--- config.mk ---
export PLATFORM = sky130hd
export DESIGN_NAME = axs_queue
export DESIGN_NICKNAME = d
export VERILOG_FILES = /design/src/hw/rtl/arm64_address_xref_scanner_assert.svh /design/src/hw/rtl/axs_pkg.sv /design/src/hw/rtl/axs_queue.sv
export SDC_FILE = /design/constraint.sdc
export NUM_CORES = 1
export LEC_CHECK = 0
export BUFFER_PORTS_ARGS = -buffer_cell sky130_fd_sc_hd__buf_2
export CAP_MARGIN = 20
export CELL_PAD_IN_SITES_DETAIL_PLACEMENT = 1
export CELL_PAD_IN_SITES_GLOBAL_PLACEMENT = 2
export CORE_MARGIN = 2
export CORE_UTILIZATION = 41
export DETAILED_ROUTE_END_ITERATION = 16
export PLACE_DENSITY = 0.77
export SETUP_SLACK_MARGIN = 0.2
export SLEW_MARGIN = 5
export SYNTH_ARGS = -nofsm -noshare
export SYNTH_HDL_FRONTEND = slang
export SYNTH_SLANG_ARGS = --single-unit
--- constraint.sdc ---
create_clock -name clk -period 3.91 [get_ports clk]
set_input_delay 0.391 -clock clk [delete_from_list [all_inputs] [get_ports clk]]
set_output_delay 0.391 -clock clk [all_outputs]
set_load 0.05 [all_outputs]
--- src/hw/rtl/arm64_address_xref_scanner_assert.svh ---
// Assertion macros for the scanner's RTL; only axs_back.sv includes them.
// Each macro samples on the rising edge of clk and is idle while arst_n is low.
`ifndef ARM64_ADDRESS_XREF_SCANNER_ASSERT_SVH
`define ARM64_ADDRESS_XREF_SCANNER_ASSERT_SVH

// The consequent must hold in the same cycle as the antecedent.
`define AXS_ASSERT_NOW(lbl, ante, cons, msg) \
	lbl: assert property (@(posedge clk) disable iff (!arst_n) (ante) |-> (cons)) \
		else $error(msg);

// The consequent must hold in the cycle after the antecedent.
`define AXS_ASSERT_NEXT(lbl, ante, cons, msg) \
	lbl: assert property (@(posedge clk) disable iff (!arst_n) (ante) |=> (cons)) \
		else $error(msg);

`endif

--- src/hw/rtl/axs_pkg.sv ---
package axs_pkg;

	// Tracked register file geometry.
	localparam int NUM_TRACKED_REGS = 32;
	localparam int REG_AW = $clog2(NUM_TRACKED_REGS);

	// Depth of the queue between the decoder and the execution side.
	localparam int QUEUE_DEPTH = 4;

	// What the execution side does with a decoded word.
	localparam logic [1:0] KIND_NONE = 2'd0;
	localparam logic [1:0] KIND_SET  = 2'd1;
	localparam logic [1:0] KIND_ADD  = 2'd2;

	// Opcode masks and match values.
	localparam logic [31:0] ADRP_MASK    = 32'h9F00_0000;
	localparam logic [31:0] ADRP_MATCH   = 32'h9000_0000;
	localparam logic [31:0] ADD_MASK     = 32'hFF00_0000;
	localparam logic [31:0] ADD_MATCH    = 32'h9100_0000;
	localparam logic [31:0] LDR_MASK     = 32'hF9C0_0000;
	localparam logic [31:0] LDR_MATCH    = 32'hF940_0000;
	localparam logic [31:0] ADR_MASK     = 32'h9F00_0000;
	localparam logic [31:0] ADR_MATCH    = 32'h1000_0000;
	localparam logic [31:0] LIT_MASK     = 32'hFF00_0000;
	localparam logic [31:0] LIT_MATCH    = 32'h5800_0000;
	localparam logic [31:0] LIT_IMM_MASK = 32'h00FF_FFE0;
	localparam logic [63:0] PAGE_MASK    = 64'h0000_0000_0000_0FFF;

	// Configuration register indexes.
	localparam logic REG_TARGET = 1'b0;

	// One decoded request as it travels from the decoder to execution.
	typedef struct packed {
		logic [1:0]        kind;
		logic [REG_AW-1:0] rd;
		logic [REG_AW-1:0] rn;
		logic [63:0]       val;
		logic [31:0]       off;
		logic              first;
		logic              last;
	} dec_t;

endpackage

--- src/hw/rtl/axs_queue.sv ---
module axs_queue (
	input  logic          clk,
	input  logic          arst_n,
	input  logic          push_valid,
	output logic          push_ready,
	input  axs_pkg::dec_t push_item,
	output logic          pop_valid,
	input  logic          pop_ready,
	output axs_pkg::dec_t pop_item
);
	import axs_pkg::*;

	localparam int PW = $clog2(QUEUE_DEPTH);
	localparam int CW = $clog2(QUEUE_DEPTH + 1);

	dec_t          slots_q [QUEUE_DEPTH];
	logic [PW-1:0] wr_ptr_q;
	logic [PW-1:0] rd_ptr_q;
	logic [CW-1:0] count_q;
	logic          push;
	logic          pop;

	assign push_ready = (count_q != CW'(QUEUE_DEPTH));
	assign pop_valid  = (count_q != '0);
	assign pop_item   = slots_q[rd_ptr_q];
	assign push       = push_valid && push_ready;
	assign pop        = pop_valid && pop_ready;

	// Pointers and fill level.
	always_ff @(posedge clk or negedge arst_n) begin
		if (!arst_n) begin
			wr_ptr_q <= '0;
			rd_ptr_q <= '0;
			count_q  <= '0;
		end else begin
			if (push) begin
				wr_ptr_q <= wr_ptr_q + PW'(1);
			end
			if (pop) begin
				rd_ptr_q <= rd_ptr_q + PW'(1);
			end
			if (push && !pop) begin
				count_q <= count_q + CW'(1);
			end else if (pop && !push) begin
				count_q <= count_q - CW'(1);
			end
		end
	end

	// Request storage.
	always_ff @(posedge clk) begin
		if (push) begin
			slots_q[wr_ptr_q] <= push_item;
		end
	end

endmodule

==> run metrics <==
fin crit share 82.4%; Slew Limit Fails 0; required time worst endpoint 3.52 ns; Routed WL 32.4 mm; Mapped Cells 610; cell chosen for the clock root clkbuf_16; RSZ-0062 raised after global routing false; IO Port Bufs 225; diode count 0; die area 0.0413 mm²; maximum vdd ir drop 0.000531 V; Post-synth EDFFs 440; Slew @ Worst Pin 0.859 ns; Post-CTS Setup Inserts 0; CP startpoint kind register; die extent in x 203 µm; initial antenna violation count 4; Hold Violations, Final 0; status finished, final reports clean; post-layout min period 3.22 ns; Num CTS Buffers 47; Initial Utilization 41.3%; DRC viols 0; max frequency 0.310 GHz; row count 73; Yosys Warn Count 0; final setup violation count 0; gpl congestion 0.703; Die H 203 µm; First-pass DRT Iterations 4; cell count after placement 1351; largest net degree at the start of global routing 67; Clk Latency, worst-skew pair 0.56 ns; # IOs 226; most common cell after layout, fill and taps aside edfxtp_1; CP endpoint kind output port; vias in the first global route 8150; register area share after synthesis 82.2%; worst-case clock buffer depth 3; synthesized area 0.0163 mm²; CTS tree yes; Static Leak 0.00664 µW; clock sinks 447; detailed placement HPWL 19.5 mm; ys async rst share 1.57%; Synth top area share 81.1%; DR vias 7293; Synth Flop Type edfxtp_1; max-cap viol count 0; ratio of total power to cell area 892 mW/mm²; htree depth 2; Setup CP Type register to output port; TNS Setup 0 ns; post-synthesis cell type with the largest combined area edfxtp_1; Core ar. 0.0395 mm²; Crit Path Max Fanout 38; vias per inst 5.08; Synth Register Bits 447; drt initial violations 412; routed len/inst 22.6 µm; DRT antenna net count 0; Clock Skews 0.0108 ns; Syn-to-layout area delta 20.1%; WP data arrival 2.83 ns; Layout Utilization 49.6%; commonest cells after routing, fill and taps aside 440 x edfxtp_1, 225 x buf_2, 110 x mux4_2; Area contributors post-synth edfxtp_1 81%, mux4_2 15%, dfrtp_1 1.1%; type of the worst min-delay path input port to register; Max transition margin 42.7%; grt ovf 0; library cells used by synthesis 20; Finished Layout Cells 1435; GRT Total Usage 16.1%; Mapped Nets 730; Mean Syn Cell Area 26.7 µm²; global-route wire length before repair 49.6 mm; share of post-route cells with drive strength above 1 46.5%; Worst-path clk slew 0.06 ns; final net count 996
==> final timing paths <==
path / endpoint / from / slack [ns] / depth (start not counted)
worst max-delay path: pop_item[38] / rd_ptr_q[0]$_DFFE_PN0P_ / 0.69 / 3
worst min-delay path: slots_q[2][76]$_DFFE_PP_ / push_item[76] / 0.05 / 1
worst max register to register: slots_q[1][78]$_DFFE_PP_ / count_q[0]$_DFFE_PN0P_ / 1.63 / 4
worst min register to register: count_q[2]$_DFFE_PN0P_ / count_q[2]$_DFFE_PN0P_ / 0.53 / 1
max in group asynchronous: rd_ptr_q[1]$_DFFE_PN0P_ / arst_n / 3.49 / 2
min in group asynchronous: rd_ptr_q[0]$_DFFE_PN0P_ / arst_n / 0.24 / 2
==> final cells by class <==
class / instances / area [µm²]
Clock buffer: 58 / 1260
Sequential cell: 447 / 13400
Clock inverter: 25 / 189
Fill cell: 3568 / 19900
Multi-Input combinational cell: 135 / 2710
Timing Repair Buffer: 242 / 1340
Tap cell: 525 / 657
Inverter: 3 / 11.3
==> synthesized netlist by cell type, types with 2 or more instances <==
cell / n
mux4_2: 110
nand2_1: 2
edfxtp_1: 440
xnor2_1: 4
buf_2: 11
inv_1: 3
buf_6: 9
mux2_2: 2
dfrtp_1: 7
xor2_1: 2
clkbuf_1: 3
nor2_1: 2
ha_1: 5
and2_1: 4
==> sequential cells by signal (all words and copies together), names as in the netlist <==
| name | flops |
|---|---|
| rd_ptr_q | 2 |
| count_q | 3 |
| slots_q | 440 |
| wr_ptr_q | 2 |
==> per-stage QoR <==
step | power (µW) | hold WS (ns) | instance area [µm²] | setup WS [ns]
after floorplan | 11900 | 0.0954 | 16300 | 1.33
after global placement | 13400 | 0.240 | 18100 | 1.21
after detailed placement | 13500 | 0.238 | 18100 | 1.19
after CTS | 17800 | 0.00240 | 19600 | 0.573
after global routing | 18200 | 0.0266 | 19600 | 0.481
final | 17500 | 0.0486 | 19600 | 0.688
==> critical path, stage by stage, from the launching register on <==
cell and delay (ns):
dfrtp_4 1.00, buf_4 0.45, mux4_2 0.57, buf_2 0.23
==> cells by family after synthesis <==
| logic type | share of synthesized area (%) |
|---|---|
| AO/OA/AOI/OAI | 0.0691 |
| multiplexers | 15.3 |
| adder cells (fa/ha/maj) | 0.507 |
| AND/OR/NAND/NOR | 0.315 |
| flip-flops | 82.2 |
| buffers and inverters | 1.27 |
| XOR/XNOR | 0.323 |
==> repair_timing <==
item / CTS / global route
hold endpoints to repair: 7 / 0
resized for setup: 0 / 0
hold buffers: 1 / 0
==> where the power goes <==
part	internal, µW	switching (µW)	leakage [µW]
registers	6330	398	0.00411
logic	1960	4580	0.00181
clock network	2470	1710	0.000713
total	10800	6700	0.00664
==> metal layers <==
layer | routed length (µm) | GRT usage (%) | up-vias
met2 | 16200 | 26.5 | 199
li1 | - | - | 3171
met1 | 13600 | 21.4 | 3855
met3 | 1680 | 3.37 | 62
met4 | 831 | 5.92 | 6
met5 | 29 | 0 | -
Note: power is estimated with default switching activity, not from simulation.
