`config.mk`:
```
export PLATFORM = sky130hd
export DESIGN_NAME = axs_back
export DESIGN_NICKNAME = d
export VERILOG_FILES = /design/src/hw/rtl/axs_pkg.sv /design/src/hw/rtl/axs_back.sv
export VERILOG_INCLUDE_DIRS = /design/src /design/src/hw/rtl
export SDC_FILE = /design/constraint.sdc
export NUM_CORES = 2
export LEC_CHECK = 0
export BUFFER_PORTS_ARGS = -buffer_cell sky130_fd_sc_hd__buf_2
export CORE_ASPECT_RATIO = 1.5
export CORE_MARGIN = 4
export CORE_UTILIZATION = 40
export DETAILED_ROUTE_END_ITERATION = 8
export HOLD_SLACK_MARGIN = 0.12
export SLEW_MARGIN = 20
export SYNTH_ARGS = -nofsm -noshare
export SYNTH_HDL_FRONTEND = slang
export SYNTH_SLANG_ARGS = --single-unit
```
`constraint.sdc`:
```
create_clock -name clk -period 12.7 [get_ports clk]
set_input_delay 0.635 -clock clk [delete_from_list [all_inputs] [get_ports clk]]
set_output_delay 0.635 -clock clk [all_outputs]
set_load 0.01 [all_outputs]
```
`src/hw/rtl/arm64_address_xref_scanner_assert.svh`:
```
// Assertion macros for the scanner's RTL; only axs_back.sv includes them.
// Each macro samples on the rising edge of clk and is idle while arst_n is low.
`ifndef ARM64_ADDRESS_XREF_SCANNER_ASSERT_SVH
`define ARM64_ADDRESS_XREF_SCANNER_ASSERT_SVH

// The consequent must hold in the same cycle as the antecedent.
`define AXS_ASSERT_NOW(lbl, ante, cons, msg) \
	lbl: assert property (@(posedge clk) disable iff (!arst_n) (ante) |-> (cons)) \
		else $error(msg);

// The consequent must hold in the cycle after the antecedent.
`define AXS_ASSERT_NEXT(lbl, ante, cons, msg) \
	lbl: assert property (@(posedge clk) disable iff (!arst_n) (ante) |=> (cons)) \
		else $error(msg);

`endif

```
`src/hw/rtl/axs_pkg.sv`:
```
package axs_pkg;

	// Tracked register file geometry.
	localparam int NUM_TRACKED_REGS = 32;
	localparam int REG_AW = $clog2(NUM_TRACKED_REGS);

	// Depth of the queue between the decoder and the execution side.
	localparam int QUEUE_DEPTH = 4;

	// What the execution side does with a decoded word.
	localparam logic [1:0] KIND_NONE = 2'd0;
	localparam logic [1:0] KIND_SET  = 2'd1;
	localparam logic [1:0] KIND_ADD  = 2'd2;

	// Opcode masks and match values.
	localparam logic [31:0] ADRP_MASK    = 32'h9F00_0000;
	localparam logic [31:0] ADRP_MATCH   = 32'h9000_0000;
	localparam logic [31:0] ADD_MASK     = 32'hFF00_0000;
	localparam logic [31:0] ADD_MATCH    = 32'h9100_0000;
	localparam logic [31:0] LDR_MASK     = 32'hF9C0_0000;
	localparam logic [31:0] LDR_MATCH    = 32'hF940_0000;
	localparam logic [31:0] ADR_MASK     = 32'h9F00_0000;
	localparam logic [31:0] ADR_MATCH    = 32'h1000_0000;
	localparam logic [31:0] LIT_MASK     = 32'hFF00_0000;
	localparam logic [31:0] LIT_MATCH    = 32'h5800_0000;
	localparam logic [31:0] LIT_IMM_MASK = 32'h00FF_FFE0;
	localparam logic [63:0] PAGE_MASK    = 64'h0000_0000_0000_0FFF;

	// Configuration register indexes.
	localparam logic REG_TARGET = 1'b0;

	// One decoded request as it travels from the decoder to execution.
	typedef struct packed {
		logic [1:0]        kind;
		logic [REG_AW-1:0] rd;
		logic [REG_AW-1:0] rn;
		logic [63:0]       val;
		logic [31:0]       off;
		logic              first;
		logic              last;
	} dec_t;

endpackage

```
`src/hw/rtl/axs_back.sv`:
```
`include "arm64_address_xref_scanner_assert.svh"

module axs_back (
	input  logic          clk,
	input  logic          arst_n,
	input  logic [63:0]   target_value,
	input  logic          pop_valid,
	output logic          pop_ready,
	input  axs_pkg::dec_t pop_item,
	output logic          out_valid,
	input  logic          out_ready,
	output logic          hit,
	output logic [31:0]   hit_offset
);
	import axs_pkg::*;

	logic [63:0]                 regs_mem [NUM_TRACKED_REGS];
	logic [NUM_TRACKED_REGS-1:0] valid_q;
	logic [REG_AW-1:0]           last_addr_q;
	logic [63:0]                 last_data_q;
	logic                        done_q;

	logic                        valid_s2;
	dec_t                        item_s2;
	logic [63:0]                 rdn_s2;
	logic [63:0]                 rdd_s2;

	logic                        out_valid_q;
	logic                        hit_q;
	logic [31:0]                 off_q;

	logic                        adv;
	logic                        out_free;
	logic                        b2_done;
	logic                        done_eff;
	logic                        active;
	logic [63:0]                 rn_val;
	logic [63:0]                 rd_val;
	logic [63:0]                 wr_val;
	logic [63:0]                 new_val;
	logic                        match;
	logic                        res;
	logic                        wr_en;
	logic [NUM_TRACKED_REGS-1:0] valid_nxt;

	// Stage two frees up when its request finishes; the output register may take a result.
	assign out_free  = !out_valid_q || out_ready;
	assign b2_done   = valid_s2 && (!res || out_free);
	assign pop_ready = !valid_s2 || b2_done;
	assign adv       = pop_valid && pop_ready;

	// Operand values: a new scan reads zero, an unwritten entry reads zero, and the
	// write made at the same edge as the read is taken from the bypass register.
	always_comb begin
		rn_val = '0;
		rd_val = '0;
		if (!item_s2.first) begin
			if (valid_q[item_s2.rn]) begin
				rn_val = (last_addr_q == item_s2.rn) ? last_data_q : rdn_s2;
			end
			if (valid_q[item_s2.rd]) begin
				rd_val = (last_addr_q == item_s2.rd) ? last_data_q : rdd_s2;
			end
		end
	end

	// Execute, then compare the destination register with the target.
	assign done_eff = item_s2.first ? 1'b0 : done_q;
	assign active   = !done_eff;
	assign wr_val   = (item_s2.kind == KIND_SET) ? item_s2.val : rn_val + item_s2.val;
	assign new_val  = (item_s2.kind != KIND_NONE) ? wr_val : rd_val;
	assign match    = (new_val == target_value);
	assign res      = active && (match || item_s2.last);
	assign wr_en    = b2_done && active && (item_s2.kind != KIND_NONE);

	always_comb begin
		valid_nxt = item_s2.first ? '0 : valid_q;
		if (wr_en) begin
			valid_nxt[item_s2.rd] = 1'b1;
		end
	end

	// Register file with two registered read ports, read as a request enters stage two.
	always_ff @(posedge clk) begin
		if (wr_en) begin
			regs_mem[item_s2.rd] <= wr_val;
		end
		if (adv) begin
			rdn_s2 <= regs_mem[pop_item.rn];
			rdd_s2 <= regs_mem[pop_item.rd];
		end
	end

	// Bypass copy of the most recent write.
	always_ff @(posedge clk) begin
		if (wr_en) begin
			last_addr_q <= item_s2.rd;
			last_data_q <= wr_val;
		end
	end

	// Stage two request register.
	always_ff @(posedge clk) begin
		if (adv) begin
			item_s2 <= pop_item;
		end
	end

	// Control state: stage occupancy, entry valid bits and the scan done flag.
	always_ff @(posedge clk or negedge arst_n) begin
		if (!arst_n) begin
			valid_s2 <= 1'b0;
			valid_q  <= '0;
			done_q   <= 1'b0;
		end else begin
			if (adv) begin
				valid_s2 <= 1'b1;
			end else if (b2_done) begin
				valid_s2 <= 1'b0;
			end
			if (b2_done) begin
				valid_q <= valid_nxt;
				done_q  <= res || done_eff;
			end
		end
	end

	// Output register.
	always_ff @(posedge clk or negedge arst_n) begin
		if (!arst_n) begin
			out_valid_q <= 1'b0;
		end else if (b2_done && res) begin
			out_valid_q <= 1'b1;
		end else if (out_ready) begin
			out_valid_q <= 1'b0;
		end
	end

	always_ff @(posedge clk) begin
		if (b2_done && res) begin
			hit_q <= match;
			off_q <= match ? item_s2.off : '0;
		end
	end

	assign out_valid  = out_valid_q;
	assign hit        = hit_q;
	assign hit_offset = off_q;

	`AXS_ASSERT_NEXT(a_done_after_result, b2_done && res, done_q, "scan not closed after result")
	`AXS_ASSERT_NEXT(a_first_clears, b2_done && item_s2.first, $countones(valid_q) <= 1, "stale regs after new scan")
	`AXS_ASSERT_NOW(a_miss_offset_zero, out_valid_q && !hit_q, off_q == '0, "miss with nonzero offset")

endmodule

```
==> metrics.md <==
| Metric | Value |
|---|---|
| Dominant combinational cell family by area after synthesis | multiplexers |
| Detailed-route wire length | slightly above 400 mm |
| Count of endpoints failing hold in the final timing report | 0 |
| Data required time of the critical path | 13270 ps |
| Share of post-route cells with drive strength above 1 | 0.352 |
| Number of enable flip-flop cells after synthesis | about 2400 |
| Post-layout min period | roughly 12000 ps |
| Cell Area, Synth | about 120000 um^2 |
| Number of rows in the core area | between 200 and 250 |
| Critical-path maximum fanout | slightly above 90 |
| Worst-case reg-to-reg path depth | 25 |
| Worst slew margin relative to its limit | 0.178 |
| Sequential element share of the synthesized area | 0.627 |
| Wire length of the first global-routing pass | around 560 mm |
| TritonCTS clock tree | done |
| Power per cell area | roughly 140 nW/um^2 |
| Worst reg2reg setup slack | between 1000 and 1500 ps |
| VDD IR-drop max | roughly 0.00011 V |
| Finish-stage setup viols | 0 |
| Latest clock arrival within the worst-skew pair | approximately 900 ps |
| Most frequently used flop master after synthesis | edfxtp_1 |
| Starting utilization of the core area | 0.403 |
| FMAX | approximately 0.086 GHz |
| HPWL after detailed placement | 250 mm |
| Post-synthesis compound-gate area fraction | 0.0379 |
| Launch point of the critical path | item_s2[99] |
| Mapped Avg Cell Area | 19.2 um^2 |
| Count of unique library cells instantiated by Yosys | 88 |
| Critical path endpoint | regs_mem[24][42] |
| Count of port buffers added during placement | 212 |
| Syn-to-layout area delta | 13.0% |
| Combined global-route utilization of all metal layers | 0.269 |
| Resized cells post-CTS | 0 |
| Total number of nets in the final design | about 6600 |
| Gr ovfl total | 0 |
| Routed vias/inst | around 6.7 |
| Crit Reg-Reg Endpoint | regs_mem[24][42] |
| Number of remaining DRC errors | 0 |
| Maxcap violations | 0 |
| Total instance count after detailed placement | between 9000 and 10000 |
| Drt first pass iters | 6 |
| Y dimension of the die | 667 um |
| Max Buffers Root-to-Sink | 4 |
| Number of antenna violations at the first check in global routing | 44 |
| Ys Warns | 0 |
| Vias post-DR | 68800 |
| Post-Synthesis Cells | around 6000 |
| Clk slew on worst S/H paths | ~60 ps |
| Total nets after synthesis | roughly 6300 |
| Weighted congestion reported at the end of routability-driven placement | ~1 |
| Area of the core | 288000 um^2 |
| Post-synth ARST share | 0.0144 |
| Design Power | roughly 0.018 W |
| Maximum number of pins on one net before global-route repair | 145 |
| Setup repair after global routing missed its margin | no |
| Final clock skew | between 50 and 60 ps |
| Worst setup slack after placement | 1210 ps |
| Die width | around 450 um |
| Hold Slack | between 200 and 250 ps |
| Io pins | ~210 |
| Adder-Cell Fraction of Synth Area | 0.00698 |
| Area of the die | 298000 um^2 |
| Starting DRT DRC Count | between 9000 and 10000 |
| CTS H-tree lvls | 4 |
| Fraction of the mapped netlist area in simple logic gates | 0.0339 |
| Detail Route Antenna Nets | 0 |
| Startpoint of the worst-slack reg-to-reg timing path | item_s2[99] |
| Post-route worst setup slack | ~1100 ps |
| Multiplexer area fraction after synthesis | 0.272 |
| Post-synthesis sequential element count | 2423 |
| Critical Path Source Type | flop |
| Total clock buffers created by CTS | 232 |
| Mean routed wirelength per cell | 39.5 um |
| Slew of the pin with the lowest slew margin | 1200 ps |
| Type of the worst setup path | flop to flop |
| Post-Synth XOR/XNOR Area | 0.00602 |
| Data arrival, critical path | about 12000 ps |
| Crit share post-route | 0.915 |
| Total negative slack for setup checks | 0 ps |
| Worst setup EP type | flop |
| Number of standard cells in the final layout excluding fillers | 10300 |
| LEAKAGE | about 41 nW |
| Class of the tightest hold or removal check | input pin to flop |
| Outcome | completed |
| Clock root buffer | clkbuf_16 |
| Number of global-route vias before repair | about 70000 |
| Sink count of the clock tree | about 2400 |
| Final count of pins violating max slew | 0 |
[through the flow]
step | util | area [um^2]
5_1_grt | 0.455 | 131000
3_3_place_gp | 0.424 | 122000
4_1_cts | 0.455 | 131000
6_report | 0.455 | 131000
2_1_floorplan | - | 116000
3_5_place_dp | 0.425 | 122000
[registers in the layout, indices dropped and copies added, names as in the netlist]
| name | flops |
|---|---|
| done_q | 1 |
| hit | 1 |
| hit_offset | 32 |
| item_s2 | 110 |
| last_addr_q | 5 |
| last_data_q | 64 |
| out_valid | 1 |
| rdd_s2 | 64 |
| rdn_s2 | 64 |
| regs_mem | 2048 |
| valid_q | 32 |
| valid_s2 | 1 |
[cell usage after synthesis (all sizes together), types with 11 or more instances]
master	instances	area, um^2
edfxtp	2388	71700
mux4	1288	29000
nand2	335	1260
clkbuf	306	1150
a21oi	191	960
mux2	154	1730
buf	137	592
o21ai	137	697
nor2	117	447
mux2i	75	751
ha	63	788
and3	59	369
inv	52	195
nand3	52	265
xnor2	50	438
nand4	42	263
nor3	41	205
dfrtp	35	876
nand2b	31	194
o211ai	30	225
xor2	27	236
a21o	23	173
o21a	23	173
a211oi	21	158
and2	20	125
nor4	20	131
o2bb2ai	20	175
a32o	19	190
o22ai	17	106
or3	17	106
a221oi	15	131
o221ai	15	131
a22oi	11	82.6
a31oi	11	68.8
a41oi	11	104
nand3b	11	82.6
nor2b	11	68.8
o31ai	11	82.6
o41ai	11	96.3
[layer usage]
metal	part of all wire	GRT usage	vias to the layer above	wire length, um
met5	0.00030	0	-	121
met1	0.38	0.360	37300	154000
met4	0.049	0.110	20	20100
met2	0.48	0.434	3996	195000
met3	0.092	0.0542	832	37300
li1	-	-	26600	-
[repair_timing]
item | 4_1_cts | 5_1_grt
hold buffers | 103 | 0
setup buffers | 0 | 0
hold endpoints to repair | 137 | 0
[worst min path at each step]
stage                  startpoint           end  slack (ps)  depth (start not counted)
floorplan                  arst_n        done_q         340                          0
CTS                     out_ready     out_valid         180                          3
detailed placement    valid_q[18]   valid_q[18]         490                          1
finish               pop_item[99]   item_s2[99]         220                          1
global placement           done_q        done_q         490                          2
global route        pop_item[104]  item_s2[104]         220                          1
[power by group]
group	internal, W	switching [W]
sequential	0.00903	0.000117
combinational	0.000675	0.00105
clock	0.00399	0.00313
total	0.0137	0.00429
[cell type report]
class | count | area [um^2]
Sequential cell | 2423 | 72600
Tap cell | 3766 | 4710
Clock buffer | 275 | 5970
Multi-Input combinational cell | 3123 | 41900
Timing Repair Buffer | 505 | 3940
Inverter | 52 | 200
Antenna cell | 18 | 45.0
Clock inverter | 139 | 1580
Fill cell | 24300 | 157000
[worst max-delay path, cell delays in order, from the launching register on]
cell	delay [ps]
edfxtp_1	720
mux4_2	580
mux2i_1	220
nor3_1	80
a31oi_1	180
a31o_4	640
buf_4	390
a21oi_1	150
ha_1	640
nand4_1	220
nor4_1	720
nand3_1	260
a311oi_1	680
a211oi_1	230
xor2_1	660
o22ai_1	210
a2111oi_0	670
nand4_1	170
nor3_1	270
and4b_1	250
buf_4	360
a21oi_2	200
o21ai_4	860
inv_6	550
and3_4	700
buf_12	350
[cell usage in the layout, fill, tap and decap left out, types with 17 or more instances in the layout]
master         instances
edfxtp_1            2388
mux4_2              1288
nand2_1              324
clkbuf_16            232
buf_2                202
a21oi_1              186
buf_4                165
mux2_2               151
dlygate4sd3_1        103
nor2_1               100
o21ai_0               98
mux2i_1               75
ha_1                  63
and3_1                52
nand3_1               50
inv_1                 50
xnor2_1               49
clkbuf_1              43
nand4_1               42
clkinv_2              40
clkinv_1              35
dfrtp_1               35
bufinv_16             31
o211ai_1              30
nand2b_1              30
nor3_1                28
xor2_1                27
a21o_1                23
o21a_1                23
a211oi_1              21
o2bb2ai_1             20
o21ai_2               20
buf_12                20
nor4_1                19
and2_1                19
a32o_1                19
diode_2               18
o22ai_1               17
or3_1                 17
[kinds of logic (layout without fill, tap and decap cells)]
family                   Yosys count  count (layout)
AO/OA/AOI/OAI                    656             656
flip-flops                      2423            2423
buffers and inverters            495             971
XOR/XNOR                          78              78
other                              0              18
multiplexers                    1517            1517
adder cells (fa/ha/maj)           64              64
AND/OR/NAND/NOR                  808             808
Power figures use the tool's default switching activity.
